<file path="src/design/cprd_pkg.sv">
// Package for the controller report port decode block.
// Holds the record and pad beat types, decode constants and helper functions.
// No dependencies.
package cprd_pkg;

  localparam int unsigned PortW      = 2;
  localparam int unsigned ByteW      = 8;
  localparam int unsigned PadBtnW    = 13;
  localparam int unsigned OriginW    = 6 * ByteW;

  localparam logic [ByteW-1:0] StatusPresentMask = 8'h30;
  localparam logic signed [ByteW-1:0] AxisMax = 8'sh7F;
  localparam logic signed [ByteW-1:0] AxisMin = -8'sd128;

  typedef struct packed {
    logic [PortW-1:0] port;
    logic [ByteW-1:0] status_byte;
    logic [ByteW-1:0] buttons_low;
    logic [ByteW-1:0] buttons_high;
    logic [ByteW-1:0] main_x_raw;
    logic [ByteW-1:0] main_y_raw;
    logic [ByteW-1:0] c_x_raw;
    logic [ByteW-1:0] c_y_raw;
    logic [ByteW-1:0] left_trigger_raw;
    logic [ByteW-1:0] right_trigger_raw;
  } rec_t;

  typedef struct packed {
    logic                     connected;
    logic [PadBtnW-1:0]       pad_buttons;
    logic signed [ByteW-1:0]  main_x;
    logic signed [ByteW-1:0]  main_y;
    logic signed [ByteW-1:0]  c_x;
    logic signed [ByteW-1:0]  c_y;
    logic [ByteW-1:0]         left_trigger;
    logic [ByteW-1:0]         right_trigger;
  } pad_t;

  typedef struct packed {
    logic [ByteW-1:0] main_x;
    logic [ByteW-1:0] main_y;
    logic [ByteW-1:0] c_x;
    logic [ByteW-1:0] c_y;
    logic [ByteW-1:0] left_trigger;
    logic [ByteW-1:0] right_trigger;
  } origin_t;

  function automatic logic signed [ByteW-1:0] axis_rel(logic [ByteW-1:0] raw,
                                                       logic [ByteW-1:0] org);
    logic [ByteW:0] diff;
    logic signed [ByteW-1:0] res;
    diff = {1'b0, raw} - {1'b0, org};
    if (!diff[ByteW] && diff[ByteW-1]) begin
      res = AxisMax;
    end else if (diff[ByteW] && !diff[ByteW-1]) begin
      res = AxisMin;
    end else begin
      res = diff[ByteW-1:0];
    end
    return res;
  endfunction

  function automatic logic [ByteW-1:0] trig_rel(logic [ByteW-1:0] raw,
                                                logic [ByteW-1:0] org);
    return (raw > org) ? (raw - org) : '0;
  endfunction

  function automatic logic [PadBtnW-1:0] remap_buttons(logic [ByteW-1:0] lo,
                                                       logic [ByteW-1:0] hi);
    return {hi[0], lo[3:0], 1'b0, hi[3:1], lo[7:4]};
  endfunction

endpackage

</file>
<file path="src/design/cprd_if.sv">
// Valid/ready channel interfaces for record beats in and pad beats out.
// Depends on cprd_pkg for the payload types.
interface cprd_rec_if
  import cprd_pkg::*;
();
  logic valid;
  logic ready;
  rec_t data;

  modport source (output valid, output data, input ready);
  modport sink (input valid, input data, output ready);
endinterface

interface cprd_pad_if
  import cprd_pkg::*;
();
  logic valid;
  logic ready;
  pad_t data;

  modport source (output valid, output data, input ready);
  modport sink (input valid, input data, output ready);
endinterface

</file>
<file path="src/design/controller_report_port_decode_unit.sv">
// Top level: decodes one port record per beat into a pad beat.
// Depends on cprd_pkg and the channel interfaces in cprd_if.sv.
//
// channel  dir  beat                 handshake
// rec_i    in   rec_t port record    valid/ready
// pad_o    out  pad_t decoded pad    valid/ready
//
// One record per cycle while pad_o is ready; path: input register, then result register.
// The per-port origin table is read and updated in the same cycle as the subtract and clamp.
// Reset clears the origin valid bits and both pipeline valids; origin bytes need no reset.
// A stall on pad_o holds the result register, then the input register, then drops rec_i.ready.
module controller_report_port_decode_unit
  import cprd_pkg::*;
#(
  parameter int unsigned NUM_PORTS = 4
) (
  input  logic          clk_i,
  input  logic          rst_ni,
  cprd_rec_if.sink      rec_i,
  cprd_pad_if.source    pad_o
);

  localparam int unsigned Reach = 1 << PortW;
  localparam int unsigned Depth = (NUM_PORTS < Reach) ? NUM_PORTS : Reach;
  localparam int unsigned IdxW  = (Depth > 1) ? $clog2(Depth) : 1;

  logic           s0_valid_q, s0_valid_d;
  rec_t           s0_q;
  logic           out_valid_q, out_valid_d;
  pad_t           out_q, out_d;
  logic [Depth-1:0] org_valid_q, org_valid_d;
  origin_t        org_mem [Depth];

  logic           s0_adv;
  logic           in_range;
  logic           present;
  logic [IdxW-1:0] idx;
  origin_t        raw_org;
  origin_t        org;
  logic           org_wr;

  assign s0_adv      = s0_valid_q && (!out_valid_q || pad_o.ready);
  assign rec_i.ready = !s0_valid_q || s0_adv;

  assign in_range = (32'(s0_q.port) < NUM_PORTS);
  assign present  = |(s0_q.status_byte & StatusPresentMask);
  assign idx      = IdxW'(s0_q.port);
  assign raw_org  = '{main_x:        s0_q.main_x_raw,
                      main_y:        s0_q.main_y_raw,
                      c_x:           s0_q.c_x_raw,
                      c_y:           s0_q.c_y_raw,
                      left_trigger:  s0_q.left_trigger_raw,
                      right_trigger: s0_q.right_trigger_raw};
  assign org      = org_valid_q[idx] ? org_mem[idx] : raw_org;
  assign org_wr   = s0_adv && in_range && present && !org_valid_q[idx];

  always_comb begin
    out_d       = '0;
    org_valid_d = org_valid_q;
    if (in_range && present) begin
      out_d.connected     = 1'b1;
      out_d.pad_buttons   = remap_buttons(s0_q.buttons_low, s0_q.buttons_high);
      out_d.main_x        = axis_rel(s0_q.main_x_raw, org.main_x);
      out_d.main_y        = axis_rel(s0_q.main_y_raw, org.main_y);
      out_d.c_x           = axis_rel(s0_q.c_x_raw, org.c_x);
      out_d.c_y           = axis_rel(s0_q.c_y_raw, org.c_y);
      out_d.left_trigger  = trig_rel(s0_q.left_trigger_raw, org.left_trigger);
      out_d.right_trigger = trig_rel(s0_q.right_trigger_raw, org.right_trigger);
    end
    if (s0_adv && in_range) begin
      org_valid_d[idx] = present;
    end
  end

  always_comb begin
    s0_valid_d = s0_valid_q;
    if (rec_i.ready) begin
      s0_valid_d = rec_i.valid;
    end
    out_valid_d = out_valid_q;
    if (s0_adv) begin
      out_valid_d = 1'b1;
    end else if (pad_o.ready) begin
      out_valid_d = 1'b0;
    end
  end

  always_ff @(posedge clk_i or negedge rst_ni) begin
    if (!rst_ni) begin
      s0_valid_q  <= 1'b0;
      out_valid_q <= 1'b0;
      org_valid_q <= '0;
    end else begin
      s0_valid_q  <= s0_valid_d;
      out_valid_q <= out_valid_d;
      org_valid_q <= org_valid_d;
    end
  end

  always_ff @(posedge clk_i) begin
    if (rec_i.valid && rec_i.ready) begin
      s0_q <= rec_i.data;
    end
    if (s0_adv) begin
      out_q <= out_d;
    end
    if (org_wr) begin
      org_mem[idx] <= raw_org;
    end
  end

  assign pad_o.valid = out_valid_q;
  assign pad_o.data  = out_q;

  a_disc_zero: assert property (@(posedge clk_i) disable iff (!rst_ni)
    out_valid_q && !out_q.connected |-> out_q.pad_buttons == '0 && out_q.main_x == '0
      && out_q.main_y == '0 && out_q.c_x == '0 && out_q.c_y == '0
      && out_q.left_trigger == '0 && out_q.right_trigger == '0)
    else $error("disconnected pad beat carries nonzero fields");

  a_org_latch: assert property (@(posedge clk_i) disable iff (!rst_ni)
    s0_adv && in_range && present |=> org_valid_q[$past(idx)])
    else $error("origin not marked valid after connected record");

  a_org_drop: assert property (@(posedge clk_i) disable iff (!rst_ni)
    s0_adv && in_range && !present |=> !org_valid_q[$past(idx)])
    else $error("origin kept after disconnected record");

  a_stall_hold: assert property (@(posedge clk_i) disable iff (!rst_ni)
    s0_valid_q && !s0_adv |=> s0_valid_q && $stable(s0_q))
    else $error("input register lost a beat while stalled");

endmodule
</file>
<file path="src/flat_wrapper.sv">
// flat-port wrapper written by rule: the top's interface ports become plain ports
module controller_report_port_decode_unit_flat import cprd_pkg::*;
#(
  parameter int unsigned NUM_PORTS = 4
)
  (clk_i, rst_ni, rec_i_valid, rec_i_data, rec_i_ready, pad_o_valid, pad_o_data, pad_o_ready);
  cprd_rec_if rec_i_i ();
  cprd_pad_if pad_o_i ();
  input  logic clk_i;
  input  logic rst_ni;
  input wire logic [$bits(rec_i_i.valid)-1:0] rec_i_valid;
  input wire logic [$bits(rec_i_i.data)-1:0] rec_i_data;
  output wire logic [$bits(rec_i_i.ready)-1:0] rec_i_ready;
  output wire logic [$bits(pad_o_i.valid)-1:0] pad_o_valid;
  output wire logic [$bits(pad_o_i.data)-1:0] pad_o_data;
  input wire logic [$bits(pad_o_i.ready)-1:0] pad_o_ready;
  assign rec_i_i.valid = rec_i_valid;
  assign rec_i_i.data = rec_i_data;
  assign rec_i_ready = rec_i_i.ready;
  assign pad_o_valid = pad_o_i.valid;
  assign pad_o_data = pad_o_i.data;
  assign pad_o_i.ready = pad_o_ready;
  controller_report_port_decode_unit #(.NUM_PORTS(NUM_PORTS)) u_core (.clk_i(clk_i), .rst_ni(rst_ni), .rec_i(rec_i_i), .pad_o(pad_o_i));
endmodule
</file>
<file path="config.mk">
export PLATFORM = sky130hd
export DESIGN_NAME = controller_report_port_decode_unit_flat
export DESIGN_NICKNAME = d
export VERILOG_FILES = /design/src/design/cprd_pkg.sv /design/src/design/cprd_if.sv /design/src/design/controller_report_port_decode_unit.sv /design/src/flat_wrapper.sv
export SDC_FILE = /design/constraint.sdc
export NUM_CORES = 1
export LEC_CHECK = 0
export BUFFER_PORTS_ARGS = -buffer_cell sky130_fd_sc_hd__buf_2
export CAP_MARGIN = 20
export CORE_MARGIN = 2
export CORE_UTILIZATION = 55
export DETAILED_ROUTE_END_ITERATION = 12
export PLACE_DENSITY = 0.78
export SLEW_MARGIN = 10
export SYNTH_ARGS = -nofsm -noshare
export SYNTH_HDL_FRONTEND = slang
export SYNTH_SLANG_ARGS = --single-unit
export TNS_END_PERCENT = 1
</file>
<file path="constraint.sdc">
create_clock -name clk_i -period 8.85 [get_ports clk_i]
set_input_delay 0.885 -clock clk_i [delete_from_list [all_inputs] [get_ports clk_i]]
set_output_delay 0.885 -clock clk_i [all_outputs]
set_load 0.01 [all_outputs]
</file>
==> results of run 1 <==
sequential cells by signal, summed over array words and instances, names as in the netlist, named ones only:
name                count
u_core.pad_o.valid      1
u_core.raw_org         48
u_core.idx              2
u_core.s0_q            14
u_core.org_mem        192
u_core.pad_o.data      61
u_core.s0_valid_q       1
u_core.org_valid_q      4
cell usage in the layout, fill, tap and decap left out, types with 8 or more instances in the layout:
cell       netlist  routed
edfxtp_1       317     317
buf_2           10     130
ha_1            56      56
o21ai_0         50      50
mux4_2          49      49
nor2_1          39      38
mux2i_1         36      36
clkbuf_16        0      35
inv_1           31      30
nand2_1         25      25
a21oi_1         20      20
xor2_1          15      15
a211oi_1        13      13
buf_4            1      13
and2_1          13      12
nand2b_1        11      11
nor3_1          11      10
clkbuf_1        11       9
nor2b_1          8       8
report_power, final:
group          internal [uW]  switching (uW)  total [uW]
registers               1850            51.7        1900
clock network            877             563        1440
logic                    355             497         851
total                   3080            1110        4190
through the flow:
step	utilization, %	hold slack, ns	setup WS [ns]
floorplan	-	0.444	1.38
global placement	60.3	0.463	4.37
detailed placement	60.3	0.469	4.34
CTS	64.8	0.176	4.27
global route	64.8	0.189	3.94
finish	64.8	0.190	4.27
worst paths after layout:
kind | startpoint | to | slack (ns) | depth (start not counted)
setup / recovery | u_core.idx[0]$_DFFE_PP_ | u_core.pad_o.data[26]$_SDFFCE_PP0P_ | 4.27 | 10
hold reg to reg | u_core.org_valid_q[3]$_DFFE_PN0P_ | u_core.org_valid_q[3]$_DFFE_PN0P_ | 0.49 | 2
setup reg to reg | u_core.idx[0]$_DFFE_PP_ | u_core.pad_o.data[26]$_SDFFCE_PP0P_ | 4.27 | 10
max in group asynchronous | rst_ni | u_core.org_valid_q[2]$_DFFE_PN0P_ | 8.51 | 1
hold / removal | rst_ni | u_core.s0_valid_q$_DFFE_PN0N_ | 0.19 | 1
min in group clk_i | u_core.org_valid_q[3]$_DFFE_PN0P_ | u_core.org_valid_q[3]$_DFFE_PN0P_ | 0.49 | 2
area by class of cell:
type / instances / area (sq um)
Multi-Input combinational cell: 452 / 4230
Timing Repair Buffer: 143 / 748
Tap cell: 330 / 413
Sequential cell: 325 / 9710
Inverter: 31 / 116
Clock inverter: 18 / 225
Fill cell: 1807 / 8900
Clock buffer: 44 / 910
worst max-delay path, delay by kind of cell (launching register included):
kind | cells | cell delay [ns]
flip-flops | 1 | 0.55
AO/OA/AOI/OAI | 5 | 1.34
adder cells (fa/ha/maj) | 1 | 0.30
buffers and inverters | 1 | 0.64
AND/OR/NAND/NOR | 1 | 0.24
multiplexers | 2 | 1.17
layer usage:
| metal | wire length [um] | vias up | GRT usage, % |
|---|---|---|---|
| met1 | 11200 | 3869 | 26.7 |
| met4 | 612 | 0 | 5.97 |
| met2 | 13200 | 250 | 34.6 |
| met3 | 1380 | 54 | 3.64 |
| met5 | 0 | - | 0 |
| li1 | - | 3623 | - |
logic make-up after synthesis:
group	count (synthesis)	share of synthesized area, %
AO/OA/AOI/OAI	148	7.27
XOR/XNOR	19	1.18
adder cells (fa/ha/maj)	62	5.80
buffers and inverters	57	1.73
flip-flops	325	68.6
multiplexers	87	10.5
other	1	0.0265
AND/OR/NAND/NOR	135	4.91
==> run_results.csv, run 1 <==
group,metric,value,unit
status,status,"complete, no violations",
sta,max_slew.worst_pin.slew,0.956,ns
setup_path,slowest_delay,0.85,ns
die,fp.dieW,164,um
setup_path,arrival,4.77,ns
grt,grt_antenna_before_repair,0,
clocking,postCtsHoldBufs,0,
setup_path,worstSetupPathType,"reg2reg",
sta,tns,0,ns
logic_synthesis,synth_area_leaders,"edfxtp_1 67%, mux4_2 7.8%, ha_1 4.9%, mux2i_1 2.5%, o21ai_0 1.8%",
logic_synthesis,syn_inst,834,
die,dieArea,27000,sq um
logic_synthesis,synth_top_area_share,67.2,%
setup_path,worstSetupStartpointType,"register",
pwr,leakage,0.00598,uW
grt,grt_overflow,0,
die,pin_count,142,
sta,fin_crit_sh,51.8,%
die,rows,58,
grt,grt_pass1_wl,41800,um
clocking,postCtsSetupRepairBufs,0,
logic_synthesis,synth.avg_cell_area,17.0,sq um
sta,fin_crit,4.58,ns
logic_synthesis,ys_ff_latch,325,
sta,finalHoldViolations,0,
clocking,clk_latency,0.52,ns
logic_synthesis,synthArstFlopShare,1.85,%
logic_synthesis,synthFlopType,"edfxtp_1",
drt,drc,0,
layout,final_nets,1128,
drt,via_count,7796,
clocking,cts_root_buffer,"clkbuf_16",
logic_synthesis,yosysMostFrequentCell,"edfxtp_1",
sta,clock.fmax,0.218,GHz
layout,drive_gt1_share,26.0,%
logic_synthesis,synth_seq_area_share,68.6,%
flow_run,cap_viol_max_count,0,
logic_synthesis,synth.cells.most_frequent,"317 x edfxtp_1, 56 x ha_1, 50 x o21ai_0",
grt,grt_max_degree,68,
sta,setup-violations-final,0,
logic_synthesis,synth_edf_count,317,
placed_design,placed_area,15200,sq um
die,die_h,164,um
layout,area_growth,15.5,%
drt,viasPerCell,5.80,
sta,clock_skew,0.0224,ns
placed_design,placed_cells,1281,
layout,finalNonFillerCells,1343,
logic_synthesis,synth_largest_area_cell,"edfxtp_1",
setup_path,crit_chain,"mux4_2 > buf_4 > mux2i_1 > ha_1 > a21oi_1 > o21ai_1 > a21bo_2 > or2_1 > o311ai_2 > o21ai_0",
die,start_util,56.1,%
sta,drv_slew,0,
die,design.core.area,25300,sq um
grt,grt.total_usage,20.2,%
clocking,cts_resized,0,
layout,antenna_cells,0,
pwr,ir_worst_vdd,0.000190,V
placed_design,io_buffers,130,
layout,fin_area,16400,sq um
logic_synthesis,synth_warnings,0,
logic_synthesis,yosys.cell_types.count,64,
clocking,clk_pin_slew,0.06,ns
setup_path,crit_path_end_kind,"register",
setup_path,required,9.04,ns
placed_design,hpwl,16400,um
drt,drtIter0Drc,578,
logic_synthesis,syn_nets,974,
pwr,power_density,256,nW/um^2
clocking,htreeDepth,2,
placed_design,globalplace.congestion,0.886,
sta,rsz0062_at_grt,"false",
hold_path,hp-class,"in2async",
drt,ant_nets,0,
drt,dr.pass1.iters,7,
setup_path,path_max_fanout,40,
setup_path,critPathSlowestCell,"mux4_2",
logic_synthesis,synth.cell_area,14200,sq um
clocking,clockBufferDepth,3,
clocking,tritoncts,"built",
clocking,cts_sinks,325,
pwr,finalPower,4190,uW
grt,grt_pass1_vias,7934,
drt,wl_per_cell,19.6,um
clocking,numCtsBuffers,35,
drt,wl,26400,um
sta,slew_headroom,36.3,%
(Power assumes the default switching activity.)
==> run 2: changes to the inputs <==
clock period = 4.3 ns   (was 8.85 ns; I/O delays follow)
==> run_results.csv, run 2 (synthesis gave the netlist of run 1 again) <==
group,metric,value,unit
drt,via_count,7785,
die,fp.dieW,164,um
sta,max_slew.worst_pin.slew,0.917,ns
placed_design,globalplace.congestion,0.834,
setup_path,path_max_fanout,25,
setup_path,required,4.52,ns
clocking,clk_pin_slew,0.06,ns
clocking,clk_latency,0.51,ns
status,status,"complete, no violations",
drt,dr.pass1.iters,5,
setup_path,worstSetupPathType,"reg2reg",
clocking,postCtsSetupRepairBufs,0,
setup_path,slowest_delay,0.66,ns
grt,grt_pass1_vias,7894,
grt,grt_antenna_before_repair,0,
drt,drc,0,
layout,drive_gt1_share,26.0,%
layout,regArea,9710,sq um
sta,fin_crit,3.70,ns
sta,drv_slew,0,
sta,clock.fmax,0.270,GHz
layout,multi_input_area,4250,sq um
placed_design,io_buffers,130,
clocking,cts_sinks,325,
setup_path,worstSetupStartpointType,"register",
hold_path,hp-class,"in2reg",
sta,slew_headroom,38.8,%
pwr,leakage,0.00604,uW
layout,fill_cells,1722,
placed_design,placed_area,15400,sq um
drt,viasPerCell,5.78,
clocking,cts_root_buffer,"clkbuf_16",
pwr,ir_worst_vdd,0.000341,V
sta,setup-violations-final,0,
setup_path,crit_chain,"mux4_2 > buf_12 > o21ai_0 > ha_1 > fa_1 > and4b_1 > a211oi_1 > o2111ai_1 > o311a_1 > o31ai_2 > o21ai_0",
sta,finalHoldViolations,0,
sta,clock_skew,0.0113,ns
drt,wl_per_cell,19.6,um
die,start_util,56.1,%
layout,final_nets,1136,
setup_path,critPathSlowestCell,"mux4_2",
pwr,power_density,520,nW/um^2
layout,largest_reg_flops,192,
layout,area_growth,16.3,%
clocking,clockBufferDepth,3,
layout,fin_area,16500,sq um
setup_path,cpLargestDelayFamily,"compound AO/OA/AOI/OAI gates",
layout,final_cell_mix,"317 x edfxtp_1, 130 x buf_2, 56 x ha_1",
clocking,cts_resized,0,
grt,grt_pass1_wl,41400,um
drt,wl,26400,um
layout,final_common_cell,"edfxtp_1",
drt,ant_nets,0,
clocking,tritoncts,"built",
setup_path,crit_buf_inv,1,
clocking,htreeDepth,2,
clocking,numCtsBuffers,34,
placed_design,hpwl,16700,um
flow_run,cap_viol_max_count,0,
layout,fin_util,65.2,%
grt,grt_max_degree,67,
die,design.core.area,25300,sq um
die,die_h,164,um
sta,rsz0062_at_grt,"false",
drt,drtIter0Drc,643,
grt,grt_overflow,0,
setup_path,crit_path_end_kind,"register",
layout,top_register,"u_core.org_mem",
die,dieArea,27000,sq um
layout,antenna_cells,0,
setup_path,arrival,3.93,ns
die,rows,58,
setup_path,crit_top_cell,"o21ai_0",
sta,tns,0,ns
die,pin_count,142,
grt,grt.total_usage,20.1,%
sta,fin_crit_sh,86.1,%
[run 2: timing repair]
action	CTS	global route
setup endpoints to repair	0	0
hold buffers	1	0
hold endpoints to repair	6	0
[run 2: where the power goes]
| part | total (uW) | internal (uW) | switching [uW] |
|---|---|---|---|
| sequential | 3910 | 3800 | 111 |
| clock | 2860 | 1740 | 1120 |
| combinational | 1780 | 762 | 1020 |
| total | 8560 | 6300 | 2260 |
[run 2: final timing paths]
path                                                       end                              start  slack, ns  cells after the start
max in group asynchronous    u_core.org_valid_q[3]$_DFFE_PN0P_                             rst_ni       3.87                      2
hold reg to reg              u_core.org_valid_q[3]$_DFFE_PN0P_  u_core.org_valid_q[3]$_DFFE_PN0P_       0.48                      2
hold / removal                    u_core.raw_org[20]$_DFFE_PP_                     rec_i_data[20]        0.1                      1
setup reg to reg           u_core.pad_o.data[41]$_SDFFCE_PP0P_            u_core.idx[0]$_DFFE_PP_       0.60                     11
min in group asynchronous        u_core.s0_valid_q$_DFFE_PN0N_                             rst_ni       0.28                      2
setup / recovery           u_core.pad_o.data[41]$_SDFFCE_PP0P_            u_core.idx[0]$_DFFE_PP_       0.60                     11
[run 2: worst reg2reg max path: cells and delay by family (launching register included)]
| family | cells | cell delay [ns] |
|---|---|---|
| mux | 1 | 0.66 |
| compound gates | 6 | 1.49 |
| simple gates | 1 | 0.22 |
| flops | 1 | 0.37 |
| fa+ha+maj | 2 | 0.46 |
| buf+inv | 1 | 0.23 |
[run 2: layer usage]
layer  up-vias  GRT usage, %  share of wire [%]
met2       226          34.7                 50
met3        43          3.69                5.3
met4         0          5.61                2.1
met5         -             0                  0
li1       3646             -                  -
met1      3870          26.4                 42
[run 2: cell type report]
type	instances	share of cell area (%)
repair buffers	152	5.35
well taps	330	2.51
flip-flops and latches	325	59.0
multi-input cells	452	25.8
inverters	31	0.707
clock inverters	12	0.791
clock buffers	46	5.83
[run 2: metrics by stage]
stage | hold WS [ns] | instances | power [uW] | setup slack [ns]
floorplan | 0.134 | 834 | 5240 | 0.458
global placement | 0.262 | 1289 | 5710 | 0.700
detailed placement | 0.263 | 1289 | 5750 | 0.597
CTS | 0.0794 | 1348 | 8640 | 0.582
global route | 0.0809 | 1348 | 8980 | 0.285
finish | 0.0952 | 1348 | 8560 | 0.596
